<file path="src/sv/ced_pkg.sv">
// Shared types, character constants and hex helper for the escape decoder.
// No dependencies.
package ced_pkg;

    typedef enum logic [1:0] {
        PH_NORMAL = 2'd0,
        PH_ESC    = 2'd1,
        PH_HEX_HI = 2'd2,
        PH_HEX_LO = 2'd3
    } phase_t;

    typedef enum logic [2:0] {
        ST_OK        = 3'd0,
        ST_TRUNC_ESC = 3'd1,
        ST_TRUNC_HEX = 3'd2,
        ST_BAD_HEX   = 3'd3,
        ST_UNKNOWN   = 3'd4
    } status_t;

    localparam logic [7:0] CH_BACKSLASH = 8'h5C;
    localparam logic [7:0] CH_N         = 8'h6E;
    localparam logic [7:0] CH_R         = 8'h72;
    localparam logic [7:0] CH_T         = 8'h74;
    localparam logic [7:0] CH_X         = 8'h78;
    localparam logic [7:0] CH_LF        = 8'd10;
    localparam logic [7:0] CH_CR        = 8'd13;
    localparam logic [7:0] CH_TAB       = 8'd9;
    localparam logic [7:0] CH_DIGIT0    = 8'h30;
    localparam logic [7:0] CH_DIGIT9    = 8'h39;
    localparam logic [7:0] CH_LOWER_A   = 8'h61;
    localparam logic [7:0] CH_LOWER_F   = 8'h66;
    localparam logic [7:0] CH_UPPER_A   = 8'h41;
    localparam logic [7:0] CH_UPPER_F   = 8'h46;

    // Result queue depth; an item may push two results.
    localparam int QDEPTH = 4;
    localparam int QAW    = $clog2(QDEPTH);

    typedef struct packed {
        logic [7:0] out_byte;
        logic       is_status;
        logic [2:0] status_code;
        logic       last_result;
    } result_t;

    // What one item pushes into the result queue.
    typedef struct packed {
        logic [1:0] count;
        result_t    first;
        result_t    second;
    } push_t;

    // Bit 4 set means not a hex digit.
    function automatic logic [4:0] hex_value(input logic [7:0] c);
        logic [4:0] v;
        v = 5'h10;
        if (c >= CH_DIGIT0 && c <= CH_DIGIT9) begin
            v = {1'b0, c[3:0]};
        end
        else if ((c >= CH_LOWER_A && c <= CH_LOWER_F) ||
                 (c >= CH_UPPER_A && c <= CH_UPPER_F)) begin
            v = {1'b0, c[3:0] + 4'd9};
        end
        return v;
    endfunction

endpackage

</file>
<file path="src/sv/ced_ifs.sv">
// Valid/ready channel interfaces for the escape decoder.
// Depends on ced_pkg for nothing; payload widths are fixed.
interface ced_in_if;
    logic       valid;
    logic       ready;
    logic [7:0] in_byte;
    logic       byte_present;
    logic       end_of_string;

    modport source (output valid, in_byte, byte_present, end_of_string, input ready);
    modport sink   (input valid, in_byte, byte_present, end_of_string, output ready);
endinterface

interface ced_out_if;
    logic       valid;
    logic       ready;
    logic [7:0] out_byte;
    logic       is_status;
    logic [2:0] status_code;
    logic       last_result;

    modport source (output valid, out_byte, is_status, status_code, last_result, input ready);
    modport sink   (input valid, out_byte, is_status, status_code, last_result, output ready);
endinterface

</file>
<file path="src/sv/ced_decode.sv">
// Combinational escape decode: next state and up to two results per item.
// Depends on ced_pkg.
module ced_decode
    import ced_pkg::*;
(
    input  phase_t      phase,
    input  logic [7:0]  held,
    input  status_t     err,
    input  logic [7:0]  in_byte,
    input  logic        byte_present,
    input  logic        end_of_string,
    output phase_t      phase_next,
    output logic [7:0]  held_next,
    output status_t     err_next,
    output push_t       push
);

    phase_t     phase_s;
    status_t    err_s;
    status_t    final_code;
    logic [7:0] held_s;
    logic       emit;
    logic [7:0] ch;
    logic [4:0] hi_val;
    logic [4:0] lo_val;

    assign hi_val = hex_value(held);
    assign lo_val = hex_value(in_byte);

    // Effect of the character itself.
    always_comb
    begin
        phase_s = phase;
        err_s   = err;
        held_s  = held;
        emit    = 1'b0;
        ch      = '0;
        if (byte_present && err == ST_OK)
        begin
            unique case (phase)
                PH_NORMAL:
                begin
                    if (in_byte == CH_BACKSLASH)
                    begin
                        phase_s = PH_ESC;
                    end
                    else
                    begin
                        emit = 1'b1;
                        ch   = in_byte;
                    end
                end
                PH_ESC:
                begin
                    phase_s = PH_NORMAL;
                    unique case (in_byte)
                        CH_BACKSLASH: begin emit = 1'b1; ch = CH_BACKSLASH; end
                        CH_N:         begin emit = 1'b1; ch = CH_LF; end
                        CH_R:         begin emit = 1'b1; ch = CH_CR; end
                        CH_T:         begin emit = 1'b1; ch = CH_TAB; end
                        CH_X:         phase_s = PH_HEX_HI;
                        default:      err_s = ST_UNKNOWN;
                    endcase
                end
                PH_HEX_HI:
                begin
                    held_s  = in_byte;
                    phase_s = PH_HEX_LO;
                end
                PH_HEX_LO:
                begin
                    phase_s = PH_NORMAL;
                    if (hi_val[4] || lo_val[4])
                    begin
                        err_s = ST_BAD_HEX;
                    end
                    else
                    begin
                        emit = 1'b1;
                        ch   = {hi_val[3:0], lo_val[3:0]};
                    end
                end
                default: phase_s = PH_NORMAL;
            endcase
        end
    end

    // Status judged after the character; pending escape counts as truncation.
    always_comb
    begin
        final_code = err_s;
        if (err_s == ST_OK)
        begin
            if (phase_s == PH_ESC)
            begin
                final_code = ST_TRUNC_ESC;
            end
            else if (phase_s == PH_HEX_HI || phase_s == PH_HEX_LO)
            begin
                final_code = ST_TRUNC_HEX;
            end
        end
    end

    // Next state: end of string returns everything to reset.
    always_comb
    begin
        if (end_of_string)
        begin
            phase_next = PH_NORMAL;
            held_next  = '0;
            err_next   = ST_OK;
        end
        else
        begin
            phase_next = phase_s;
            held_next  = held_s;
            err_next   = err_s;
        end
    end

    // Results: optional character, then optional status.
    always_comb
    begin
        result_t chr_res;
        result_t st_res;
        chr_res             = '0;
        chr_res.out_byte    = ch;
        st_res              = '0;
        st_res.is_status    = 1'b1;
        st_res.status_code  = final_code;
        st_res.last_result  = 1'b1;
        push.count  = {1'b0, emit} + {1'b0, end_of_string};
        push.first  = emit ? chr_res : st_res;
        push.second = st_res;
    end

endmodule

</file>
<file path="src/sv/ced_queue.sv">
// Small result queue: takes up to two results per cycle, gives one.
// Depends on ced_pkg.
module ced_queue
    import ced_pkg::*;
(
    input  logic    clk,
    input  logic    rst_n,
    input  push_t   push,
    output logic    room,
    output logic    head_valid,
    output result_t head,
    input  logic    pop
);

    result_t        mem [QDEPTH];
    logic [QAW-1:0] wr_ptr_reg;
    logic [QAW-1:0] rd_ptr_reg;
    logic [QAW:0]   count_reg;
    logic [QAW-1:0] wr_ptr_next;
    logic [QAW-1:0] rd_ptr_next;
    logic [QAW:0]   count_next;
    logic [QAW-1:0] wr_ptr_plus1;

    assign wr_ptr_plus1 = wr_ptr_reg + 1'b1;
    assign room         = count_reg <= (QAW + 1)'(QDEPTH - 2);
    assign head_valid   = count_reg != '0;
    assign head         = mem[rd_ptr_reg];

    assign wr_ptr_next = wr_ptr_reg + QAW'(push.count);
    assign rd_ptr_next = rd_ptr_reg + QAW'(pop);
    assign count_next  = count_reg + (QAW + 1)'(push.count) - (QAW + 1)'(pop);

    always_ff @(posedge clk)
    begin
        if (push.count != 2'd0)
        begin
            mem[wr_ptr_reg] <= push.first;
        end
        if (push.count == 2'd2)
        begin
            mem[wr_ptr_plus1] <= push.second;
        end
    end

    always_ff @(posedge clk or negedge rst_n)
    begin
        if (!rst_n)
        begin
            wr_ptr_reg <= '0;
            rd_ptr_reg <= '0;
            count_reg  <= '0;
        end
        else
        begin
            wr_ptr_reg <= wr_ptr_next;
            rd_ptr_reg <= rd_ptr_next;
            count_reg  <= count_next;
        end
    end

endmodule

</file>
<file path="src/sv/c_style_escape_decoder_top.sv">
// Top level of the C-style escape decoder: state registers, decode, result queue.
// Depends on ced_pkg, ced_ifs, ced_decode and ced_queue.
//
// Decodes a backslash-escaped string one character per item on the chars
// channel and delivers decoded bytes on the results channel. Supported escapes
// are \\, \n, \r, \t and \xHH (hex digits in either case). Each item gives at
// most two results: a decoded byte and, on the item flagged end_of_string, a
// status result (is_status = 1, last_result = 1) with the code 0 ok,
// 1 string ended after a backslash, 2 string ended within \x and fewer than two
// characters, 3 bad hex digit, 4 unknown escape. After the first error the rest
// of the string is dropped silently and only the status comes out. An item with
// byte_present low carries no character; with end_of_string it yields only the
// status, without it is ignored. Rate: one item per clock while the queue has
// room. Decode is a single pass of combinational logic on the phase /
// held-digit / error registers, and results go through a four-entry queue
// that drains one result per clock while the receiver is ready. The queue
// takes an item whenever at least two entries are free, so a stream that
// yields one result per item runs at full rate; an item that yields both a
// byte and a status adds one extra result on the output. Accepted results are
// queued in registers and offered from its head. No clearing pass after reset.
module c_style_escape_decoder_top
    import ced_pkg::*;
(
    input logic       clk,
    input logic       rst_n,
    ced_in_if.sink    chars,
    ced_out_if.source results
);

    phase_t     phase_reg;
    phase_t     phase_next;
    logic [7:0] held_reg;
    logic [7:0] held_next;
    status_t    err_reg;
    status_t    err_next;

    push_t      dec_push;
    push_t      q_push;
    logic       room;
    logic       accept;
    logic       head_valid;
    result_t    head;

    ced_decode u_decode (
        .phase         (phase_reg),
        .held          (held_reg),
        .err           (err_reg),
        .in_byte       (chars.in_byte),
        .byte_present  (chars.byte_present),
        .end_of_string (chars.end_of_string),
        .phase_next    (phase_next),
        .held_next     (held_next),
        .err_next      (err_next),
        .push          (dec_push)
    );

    assign chars.ready = room;
    assign accept      = chars.valid && room;

    // Only an accepted item writes the queue.
    always_comb
    begin
        q_push = dec_push;
        if (!accept)
        begin
            q_push.count = 2'd0;
        end
    end

    ced_queue u_queue (
        .clk        (clk),
        .rst_n      (rst_n),
        .push       (q_push),
        .room       (room),
        .head_valid (head_valid),
        .head       (head),
        .pop        (head_valid && results.ready)
    );

    assign results.valid       = head_valid;
    assign results.out_byte    = head.out_byte;
    assign results.is_status   = head.is_status;
    assign results.status_code = head.status_code;
    assign results.last_result = head.last_result;

    // Decode state advances once per accepted item.
    always_ff @(posedge clk or negedge rst_n)
    begin
        if (!rst_n)
        begin
            phase_reg <= PH_NORMAL;
            held_reg  <= '0;
            err_reg   <= ST_OK;
        end
        else if (accept)
        begin
            phase_reg <= phase_next;
            held_reg  <= held_next;
            err_reg   <= err_next;
        end
    end

endmodule

</file>
<file path="src/flat_wrapper.sv">
// flat-port wrapper written by rule: the top's interface ports become plain ports
module c_style_escape_decoder_top_flat import ced_pkg::*;
  (clk, rst_n, chars_valid, chars_in_byte, chars_byte_present, chars_end_of_string, chars_ready, results_valid, results_out_byte, results_is_status, results_status_code, results_last_result, results_ready);
  ced_in_if chars_i ();
  ced_out_if results_i ();
  input logic clk;
  input logic rst_n;
  input wire logic [$bits(chars_i.valid)-1:0] chars_valid;
  input wire logic [$bits(chars_i.in_byte)-1:0] chars_in_byte;
  input wire logic [$bits(chars_i.byte_present)-1:0] chars_byte_present;
  input wire logic [$bits(chars_i.end_of_string)-1:0] chars_end_of_string;
  output wire logic [$bits(chars_i.ready)-1:0] chars_ready;
  output wire logic [$bits(results_i.valid)-1:0] results_valid;
  output wire logic [$bits(results_i.out_byte)-1:0] results_out_byte;
  output wire logic [$bits(results_i.is_status)-1:0] results_is_status;
  output wire logic [$bits(results_i.status_code)-1:0] results_status_code;
  output wire logic [$bits(results_i.last_result)-1:0] results_last_result;
  input wire logic [$bits(results_i.ready)-1:0] results_ready;
  assign chars_i.valid = chars_valid;
  assign chars_i.in_byte = chars_in_byte;
  assign chars_i.byte_present = chars_byte_present;
  assign chars_i.end_of_string = chars_end_of_string;
  assign chars_ready = chars_i.ready;
  assign results_valid = results_i.valid;
  assign results_out_byte = results_i.out_byte;
  assign results_is_status = results_i.is_status;
  assign results_status_code = results_i.status_code;
  assign results_last_result = results_i.last_result;
  assign results_i.ready = results_ready;
  c_style_escape_decoder_top u_core (.clk(clk), .rst_n(rst_n), .chars(chars_i), .results(results_i));
endmodule
</file>
<file path="config.mk">
export PLATFORM = sky130hd
export DESIGN_NAME = c_style_escape_decoder_top_flat
export DESIGN_NICKNAME = d
export VERILOG_FILES = /design/src/sv/ced_pkg.sv /design/src/sv/ced_ifs.sv /design/src/sv/ced_decode.sv /design/src/sv/ced_queue.sv /design/src/sv/c_style_escape_decoder_top.sv /design/src/flat_wrapper.sv
export SDC_FILE = /design/constraint.sdc
export NUM_CORES = 1
export LEC_CHECK = 0
export BUFFER_PORTS_ARGS = -buffer_cell sky130_fd_sc_hd__buf_2
export CAP_MARGIN = 20
export CORE_ASPECT_RATIO = 1.25
export CORE_MARGIN = 4
export CORE_UTILIZATION = 39
export DETAILED_ROUTE_END_ITERATION = 12
export PLACE_DENSITY = 0.68
export RECOVER_POWER = 100
export REMOVE_ABC_BUFFERS = 1
export SETUP_SLACK_MARGIN = 0.5
export SLEW_MARGIN = 30
export SYNTH_ARGS = -nofsm -noshare
export SYNTH_HDL_FRONTEND = slang
export SYNTH_SLANG_ARGS = --single-unit
</file>
<file path="constraint.sdc">
create_clock -name clk -period 6.6 [get_ports clk]
set_clock_uncertainty 0.1 [all_clocks]
set_input_delay 0.66 -clock clk [delete_from_list [all_inputs] [get_ports clk]]
set_output_delay 0.66 -clock clk [all_outputs]
set_load 0.01 [all_outputs]
</file>
==> impl_metrics.csv, run 1 <==
group,metric,value,unit
status,status,"finished clean",
layout,largest_reg_flops,48,
timing,hold_slack,0.352,ns
global_route,grt_max_degree,21,
logic_synthesis,ys_seq_elements,68,
worst_setup_path,slowest_delay,1.00,ns
floorplan,die_area,11500,µm²
cts,cts_sinks,68,
worst_setup_path,slowest_stage,"o311ai_0",
global_route,grt_pass1_vias,3090,
global_route,grt_use_total,16.5,%
worst_setup_path,worstReg2RegStart,"u_core.held_reg[0]$_DFFE_PN0P_",
min_path,hold_path.startpoint,"u_core.u_queue.mem[0][12]$_SDFFE_PP0P_",
global_route,groute.layer.met3.usage,3.28,%
global_route,gr-max-usage-layer,"met2",
power,p_int,0.00101,W
logic_synthesis,synth.distinct_cells,72,
worst_setup_path,cp-end-kind,"flip-flop",
power,seqPwrFrac,38.6,%
logic_synthesis,synth_top_area_share,18.7,%
logic_synthesis,synth-edff-count,12,
worst_setup_path,r2r_cells,13,
logic_synthesis,postSynthCellCount,386,
place,dp_hpwl,7040,µm
power,leakagePower,1.61,nW
min_path,worstHoldPathType,"reg -> reg",
cts,cts_resized,0,
logic_synthesis,synth-main-ff-cell,"dfxtp_1",
detailed_routing,dr.pass1.iters,4,
timing,worst_pin_slew,1.24,ns
cts,clockBufferDepth,2,
global_route,antenna_found_initial,0,
power,powerDensity,371,nW/µm²
global_route,grt-ovfl-total,0,
worst_setup_path,path_cells,"inv_1 -> ha_1 -> inv_1 -> o311ai_0 -> a21oi_1 -> a21oi_1 -> nor2_1 -> ha_1 -> nor2_1 -> or4bb_1 -> a2111oi_2 -> a22oi_1 -> o21ai_0",
worst_setup_path,cp_data_arrival_time,5.27,ns
power,ir_drop,0.163,mV
job,drv_cap,0,
cts,insertion_delay,0.32,ns
cts,cts_root_buf,"clkbuf_16",
worst_setup_path,setup.worst_path.start_class,"flip-flop",
place,gp_congestion,0.929,
cts,htreeDepth,3,
logic_synthesis,synth_area_leader_cell,"dfxtp_1",
floorplan,fp-row-count,40,
detailed_routing,wl_per_cell,17.5,µm
detailed_routing,vias_per_cell,5.91,
timing,period_share,77.6,%
layout,finalNonFillerCells,537,
timing,fin_crit,5.12,ns
place,dp.cells,521,
worst_setup_path,crit_path_start,"u_core.held_reg[0]$_DFFE_PN0P_",
place,io_buffers,28,
cts,cts_setup_buffers,0,
logic_synthesis,synth_area_leaders,"dfxtp_1 19%, dfrtp_1 13%, edfxtp_1 9.4%",
layout,drive_above_1_share,11.9,%
layout,area_growth,12.2,%
worst_setup_path,crit_type,"reg -> reg",
timing,slew_violations,0,
detailed_routing,wl,9390,µm
worst_setup_path,r2r_setup_slack,1.48,ns
detailed_routing,vias,3176,
min_path,min_to,"u_core.u_queue.mem[0][12]$_SDFFE_PP0P_",
timing,rsz0062_at_grt,"false",
min_path,hold_path_depth,2,
timing,fmax,195,MHz
logic_synthesis,avgSynthCellArea,9.96,µm²
logic_synthesis,synth-seq-area-share,41.1,%
worst_setup_path,required,6.75,ns
timing,finalSetupTns,0,ns
layout,nNetsFinal,434,
timing,relSlewSlack,16.0,%
cts,cts_buffers,9,
cts,path_clk_slew,0.06,ns
detailed_routing,drtIter0Drc,216,
detailed_routing,antenna_left,0,
floorplan,core,9610,µm²
cts,cts_hold_buf,0,
timing,finalHoldViolCount,0,
worst_setup_path,r2r-end,"u_core.u_queue.mem[1][11]$_SDFFE_PP0N_",
logic_synthesis,postSynth.asyncResetShare,29.4,%
global_route,use_met1,20.7,%
power,pwr-share-clk,29.2,%
timing,worst_slack,1.48,ns
cts,cts_tree,"done",
power,p_sw_share,37.1,%
detailed_routing,drc,0,
timing,setup_violations,0,
logic_synthesis,synth_warnings,0,
place,dp_slack,2.00,ns
floorplan,fp.dieW,96.8,µm
floorplan,io-pin-count,29,
logic_synthesis,syn_area,3840,µm²
power,combPwrFrac,32.2,%
floorplan,start_util,40.0,%
global_route,grtUsageMet2,28.2,%
floorplan,die_y,119,µm
layout,n_antenna_cell,0,
power,p_sw,0.000594,W
global_route,grt_pass1_wl,15600,µm
worst_setup_path,crit_fanout,10,
-- per-stage QoR --
step / power, W / util (%) / instance area [µm²]
floorplan: 0.000975 / - / 3760
global placement: 0.00112 / 42.3 / 4060
finish: 0.00160 / 44.9 / 4320
CTS: 0.00162 / 45.3 / 4350
detailed placement: 0.00115 / 42.3 / 4060
global route: 0.00170 / 44.9 / 4320
-- final cells by class --
cell class	instances	area (µm²)
Clock buffer	9	225
Tap cell	126	158
Fill cell	958	5290
Timing Repair Buffer	28	120
Multi-Input combinational cell	282	2100
Inverter	17	63.8
Sequential cell	68	1580
Clock inverter	7	66.3
-- power by group through the flow --
stage	Combinational, W	Clock (W)	Sequential, W
floorplan	0.000385	0	0.000590
global placement	0.000501	0	0.000622
detailed placement	0.000519	0	0.000628
CTS	0.000523	0.000475	0.000619
global route	0.000568	0.000493	0.000634
finish	0.000515	0.000468	0.000618
-- synth_stat cells, types with 3 or more instances --
cell	instances
a211oi_1	13
a21oi_1	16
a22o_1	12
a22oi_1	4
a31oi_1	6
a32oi_1	3
and2_1	3
and3_1	6
buf_1	3
buf_2	4
clkbuf_1	10
dfrtp_1	20
dfxtp_1	36
edfxtp_1	12
ha_1	13
inv_1	16
mux4_2	12
nand2_1	42
nand2b_1	6
nand3_1	6
nand3b_1	4
nor2_1	12
nor2b_1	3
nor3_1	4
o211ai_1	7
o21ai_0	33
o21ai_1	4
o2bb2ai_1	3
o31ai_1	10
or3_1	3
xnor2_1	3
xor2_1	3
-- metal layers --
metal | vias to the layer above | routed length, µm
li1 | 1536 | -
met1 | 1560 | 4200
met2 | 69 | 4690
met3 | 11 | 359
met4 | 0 | 150
met5 | - | 0
-- placed cells by master (no fill, tap or decap), types with 4 or more instances in the layout --
master / instances
a211oi_1: 13
a21oi_1: 18
a22o_1: 12
a22oi_1: 5
a31oi_1: 6
and3_1: 6
buf_2: 12
clkbuf_1: 16
clkbuf_16: 9
dfrtp_1: 20
dfxtp_1: 36
edfxtp_1: 12
ha_1: 13
inv_1: 16
mux4_2: 12
nand2_1: 42
nand2b_1: 6
nand3_1: 6
nand3b_1: 4
nor2_1: 12
nor3_1: 4
o211ai_1: 7
o21ai_0: 33
o21ai_1: 4
o31ai_1: 10
-- worst max path at each step --
stage / to / slack [ns] / cells after the start
finish: u_core.u_queue.mem[1][11]$_SDFFE_PP0N_ / 1.48 / 13
global route: u_core.u_queue.mem[1][11]$_SDFFE_PP0N_ / 0.89 / 13
CTS: u_core.u_queue.count_reg[2]$_DFF_PN0_ / 2.13 / 17
detailed placement: u_core.u_queue.count_reg[2]$_DFF_PN0_ / 2.00 / 18
global placement: u_core.u_queue.count_reg[2]$_DFF_PN0_ / 2.19 / 18
floorplan: u_core.u_queue.count_reg[2]$_DFF_PN0_ / 2.69 / 17
-- kinds of logic (layout without fill, tap and decap cells) --
kind of cell | count (synthesis) | in the layout | share of synthesized area, %
buf+inv | 36 | 61 | 3.77
simple gates | 111 | 111 | 16.7
compound gates | 136 | 136 | 24.4
fa+ha+maj | 14 | 14 | 4.75
flops | 68 | 68 | 41.1
mux | 15 | 15 | 7.84
xor+xnor | 6 | 6 | 1.37
-- critical path, delay by kind of cell (launching register included) --
kind,cells,cell delay (ns)
adder cells (fa/ha/maj),2,0.57
flip-flops,1,0.43
AO/OA/AOI/OAI,6,3.05
AND/OR/NAND/NOR,3,0.71
buffers and inverters,2,0.18
Power figures use the tool's default switching activity.
==> run 2: changes to the inputs <==
Clock period 6.6 ns to 4.9 ns, I/O delays scaled along.
==> run 2 against run 1 <==
Net effect:
- global-route usage increased by 0.44 points
- highest routed layer unchanged
- non-clock buffer count increased by 3
- largest power group unchanged
- critical endpoint unchanged
- utilization grew 0.48 points
- clock-buffer cell count grew 3
==> impl_metrics.csv, run 2 (same netlist as run 1, synthesis figures left out) <==
group,metric,value,unit
worst_setup_path,crit_fanout,12,
global_route,grt-ovfl-total,0,
timing,hold_slack,0.253,ns
timing,worst_pin_slew,1.10,ns
worst_setup_path,cp_data_arrival_time,4.26,ns
floorplan,die_area,11500,µm²
layout,drive_above_1_share,12.8,%
place,gp_congestion,0.928,
layout,nNetsFinal,437,
cts,cts_buffers,9,
detailed_routing,antenna_left,0,
worst_setup_path,worstReg2RegStart,"u_core.held_reg[0]$_DFFE_PN0P_",
global_route,grt_max_degree,21,
detailed_routing,dr.pass1.iters,5,
worst_setup_path,r2r_cells,13,
power,leakagePower,1.63,nW
global_route,grt_use_total,16.9,%
place,io_buffers,28,
cts,cts_root_buf,"clkbuf_16",
min_path,worstHoldPathType,"in -> async",
cts,clockBufferDepth,2,
layout,finalNonFillerCells,540,
floorplan,io-pin-count,29,
layout,n_antenna_cell,0,
status,status,"finished clean",
floorplan,start_util,40.0,%
cts,cts_sinks,68,
timing,relSlewSlack,26.4,%
worst_setup_path,crit_type,"in -> reg",
floorplan,fp.dieW,96.8,µm
layout,mostFrequentLayoutCell,"nand2_1",
cts,htreeDepth,3,
cts,insertion_delay,0.33,ns
global_route,antenna_found_initial,0,
place,dpl-instance-area,4080,µm²
cts,cts_resized,0,
worst_setup_path,cp-end-kind,"flip-flop",
detailed_routing,drtIter0Drc,181,
detailed_routing,drc,0,
global_route,grt_pass1_wl,15800,µm
timing,slew_violations,0,
timing,period_share,83.9,%
timing,finalSetupTns,0,ns
worst_setup_path,r2r-end,"u_core.u_queue.mem[1][11]$_SDFFE_PP0N_",
timing,finalHoldViolCount,0,
detailed_routing,wl_per_cell,17.4,µm
layout,design_area,4360,µm²
worst_setup_path,endpoint,"u_core.u_queue.mem[1][11]$_SDFFE_PP0N_",
timing,fin_crit,4.11,ns
layout,layout_common_cells,"42 x nand2_1, 36 x o21ai_0, 36 x dfxtp_1",
global_route,grt_pass1_vias,3043,
timing,setup_violations,0,
detailed_routing,vias,3193,
detailed_routing,wl,9380,µm
floorplan,fp-row-count,40,
worst_setup_path,required,5.05,ns
detailed_routing,vias_per_cell,5.91,
worst_setup_path,r2r_setup_slack,0.86,ns
timing,rsz0062_at_grt,"false",
worst_setup_path,setup.worst_path.start_class,"input pin",
floorplan,die_y,119,µm
power,ir_drop,0.222,mV
cts,cts_hold_buf,0,
power,powerDensity,497,nW/µm²
job,drv_cap,0,
cts,path_clk_slew,0.05,ns
layout,largest_reg_flops,48,
worst_setup_path,crit_path_start,"chars_in_byte[0]",
cts,cts_tree,"done",
place,dp_hpwl,6990,µm
floorplan,core,9610,µm²
cts,cts_setup_buffers,0,
place,dp.cells,524,
timing,fmax,243,MHz
layout,area_growth,13.4,%
[run 2: worst max-delay path: stages]
cell,delay (ns)
clkbuf_1,0.28
inv_1,0.12
ha_1,0.28
nor3b_1,0.16
a22oi_1,0.32
and3_1,0.53
a21oi_4,0.18
nor2_1,0.13
ha_1,0.22
nor2_1,0.08
or4bb_1,0.52
a2111oi_2,0.35
a22oi_1,0.32
o21ai_0,0.25
[run 2: per-stage QoR]
stage	util [%]	power (W)	setup slack, ns
2_1_floorplan	-	0.00131	1.09
3_3_place_gp	42.5	0.00152	0.658
3_5_place_dp	42.5	0.00154	0.478
4_1_cts	45.7	0.00219	0.818
5_1_grt	45.4	0.00230	0.457
6_report	45.4	0.00217	0.790
[run 2: power breakdown]
part           internal (W)  switching (W)
clock              0.000402       0.000243
sequential         0.000667       0.000163
combinational      0.000298       0.000394
[run 2: layout make-up]
type,count,area [µm²]
Fill cell,950,5250
Multi-Input combinational cell,282,2120
Sequential cell,68,1580
Clock buffer,12,278
Tap cell,126,158
Timing Repair Buffer,31,135
Inverter,17,63.8
Clock inverter,4,28.8
[run 2: how the worst min path moves through the flow]
| stage | endpoint | cells after the start |
|---|---|---|
| 2_1_floorplan | u_core.err_reg[0]$_DFFE_PN0P_ | 0 |
| 3_3_place_gp | u_core.u_queue.mem[1][8]$_SDFFE_PP0N_ | 2 |
| 3_5_place_dp | u_core.u_queue.mem[2][9]$_SDFFE_PP0N_ | 2 |
| 4_1_cts | u_core.held_reg[0]$_DFFE_PN0P_ | 1 |
| 5_1_grt | u_core.u_queue.rd_ptr_reg[0]$_DFF_PN0_ | 1 |
| 6_report | u_core.err_reg[1]$_DFFE_PN0P_ | 1 |
[run 2: layer usage]
layer / wire length [µm] / vias to the layer above / GRT usage, %
li1: - / 1537 / -
met1: 4180 / 1549 / 21.4
met2: 4620 / 88 / 28.5
met3: 373 / 19 / 3.51
met4: 210 / 0 / 6.06
met5: 0 / - / 0
==> run 3: changes to the inputs <==
Clock period 4.9 ns to 3.8 ns, I/O delays scaled along.
==> run 3 against run 2 <==
Net effect:
- utilization up 3.5 points
- clock-buffer cell count rose by 1
- clock power is 30% higher
- critical path type is now reg -> reg
- non-clock buffer count up 25
- largest power group unchanged
- global-route usage rose by 1.2 points
- sequential cell count unchanged
==> impl_metrics.csv, run 3 (same netlist as run 1, synthesis figures left out) <==
group,metric,value,unit
cts,path_clk_slew,0.05,ns
layout,n_antenna_cell,0,
layout,regArea,1580,µm²
detailed_routing,drtIter0Drc,272,
layout,multi_input_area,2250,µm²
status,status,"finished clean",
global_route,grt_max_degree,21,
timing,period_share,89.2,%
cts,clockBufferDepth,2,
global_route,grt_pass1_vias,3338,
floorplan,io-pin-count,29,
floorplan,fp.dieW,96.8,µm
timing,finalHoldViolCount,0,
detailed_routing,wl_per_cell,18.3,µm
floorplan,fp-row-count,40,
place,gp_congestion,0.921,
worst_setup_path,cp-end-kind,"flip-flop",
timing,fmax,295,MHz
timing,hold_slack,0.230,ns
worst_setup_path,path_cells,"inv_1 -> ha_4 -> inv_4 -> o311ai_4 -> a21oi_1 -> a21oi_1 -> nor2_1 -> ha_1 -> nor2_1 -> or4bb_1 -> a2111oi_4 -> buf_4 -> a22oi_2 -> o21ai_0",
worst_setup_path,cp_data_arrival_time,3.55,ns
floorplan,die_y,119,µm
worst_setup_path,path_buf_inv,3,
detailed_routing,drc,0,
min_path,worstHoldPathType,"in -> reg",
worst_setup_path,crit_family,"compound AO/OA/AOI/OAI gates",
layout,layout_common_cells,"42 x nand2_1, 36 x dfxtp_1, 31 x o21ai_0",
worst_setup_path,required,3.96,ns
detailed_routing,vias,3365,
worst_setup_path,setup.worst_path.start_class,"flip-flop",
detailed_routing,antenna_left,0,
layout,nNetsFinal,463,
place,dp_hpwl,7170,µm
timing,fin_crit,3.39,ns
global_route,grt_pass1_wl,16800,µm
cts,insertion_delay,0.34,ns
timing,worst_pin_slew,1.11,ns
timing,setup_violations,0,
layout,drive_above_1_share,21.9,%
layout,area_growth,22.2,%
worst_setup_path,crit_fanout,4,
detailed_routing,wl,10400,µm
power,ir_drop,0.412,mV
job,drv_cap,0,
layout,nFillCells,923,
worst_setup_path,slowest_delay,0.58,ns
cts,cts_sinks,68,
cts,htreeDepth,3,
global_route,grt_use_total,18.1,%
cts,cts_buffers,9,
worst_setup_path,crit_type,"reg -> reg",
worst_setup_path,slowest_stage,"or4bb_1",
timing,rsz0062_at_grt,"true",
layout,largest_reg_flops,48,
floorplan,start_util,40.0,%
place,dpl-instance-area,4200,µm²
floorplan,core,9610,µm²
layout,mostFrequentLayoutCell,"nand2_1",
power,powerDensity,634,nW/µm²
detailed_routing,dr.pass1.iters,4,
power,leakagePower,1.74,nW
timing,relSlewSlack,26.2,%
cts,cts_root_buf,"clkbuf_16",
cts,cts_tree,"done",
layout,fin_util,48.9,%
layout,design_area,4700,µm²
floorplan,die_area,11500,µm²
power,power,0.00298,W
detailed_routing,vias_per_cell,5.96,
place,io_buffers,28,
timing,slew_violations,0,
global_route,antenna_found_initial,0,
global_route,grt-ovfl-total,0,
[run 3: changes by cell type in the layout (fill, tap and decap cells not counted), sizes merged]
cell,previous run,this run
clkinv,4,3
buf,13,39
a22oi,5,6
inv,17,16
dlygate4sd3,0,1
clkbuf,30,29
[run 3: final cells by class]
type                    count  share of cell area (%)
inverters                  17                    1.41
flip-flops and latches     68                    33.7
clock buffers              13                    6.23
clock inverters             2                   0.293
well taps                 126                    3.36
multi-input cells         283                    47.9
repair buffers             56                    7.03
[run 3: worst register-to-register path, stage by stage, from the launching register on]
cell	delay, ns
dfrtp_1	0.38
inv_1	0.17
ha_4	0.21
inv_4	0.04
o311ai_4	0.26
a21oi_1	0.13
a21oi_1	0.26
nor2_1	0.07
ha_1	0.32
nor2_1	0.08
or4bb_1	0.58
a2111oi_4	0.27
buf_4	0.19
a22oi_2	0.10
o21ai_0	0.17
[run 3: metrics by stage]
| stage | std cells | setup TNS [ns] | setup slack, ns |
|---|---|---|---|
| global placement | 539 | 0 | 0.247 |
| floorplan | 367 | -0.0139 | -0.0139 |
| detailed placement | 539 | 0 | 0.160 |
| global route | 565 | 0 | 0.242 |
| CTS | 559 | 0 | 0.503 |
| finish | 565 | 0 | 0.412 |
[run 3: worst paths after layout]
check | start | end | slack, ns | cells after the start
max reg2reg | u_core.held_reg[1]$_DFFE_PN0P_ | u_core.u_queue.mem[1][6]$_SDFFE_PP0N_ | 0.41 | 14
max in group asynchronous | rst_n | u_core.held_reg[0]$_DFFE_PN0P_ | 2.19 | 2
min | chars_end_of_string | u_core.phase_reg[0]$_DFFE_PN0P_ | 0.23 | 2
min in group asynchronous | rst_n | u_core.held_reg[7]$_DFFE_PN0P_ | 0.67 | 2
min reg2reg | u_core.u_queue.mem[3][12]$_SDFFE_PP0N_ | u_core.u_queue.mem[3][12]$_SDFFE_PP0N_ | 0.35 | 2
max | u_core.held_reg[1]$_DFFE_PN0P_ | u_core.u_queue.mem[1][6]$_SDFFE_PP0N_ | 0.41 | 14
[run 3: metal layers]
| layer | GRT usage, % | share of wire [%] | vias to the layer above |
|---|---|---|---|
| met3 | 4.69 | 5.8 | 28 |
| met1 | 21.9 | 41 | 1620 |
| met5 | 0 | 0 | - |
| met4 | 8.69 | 3.4 | 0 |
| li1 | - | - | 1585 |
| met2 | 29.8 | 50 | 132 |
[run 3: repair_timing]
item | CTS | global route
pin swaps | 3 | 13
gates cloned | 0 | 1
hold endpoints to repair | 20 | 0
gates resized for setup | 8 | 30
endpoints found under the setup margin | 34 | 35
hold buffers | 1 | 0
setup buffers | 4 | 5
[run 3: power by group]
part           switching [W]  internal (W)
combinational       0.000605      0.000468
clock               0.000304      0.000535
sequential          0.000204      0.000862
total                0.00111       0.00187
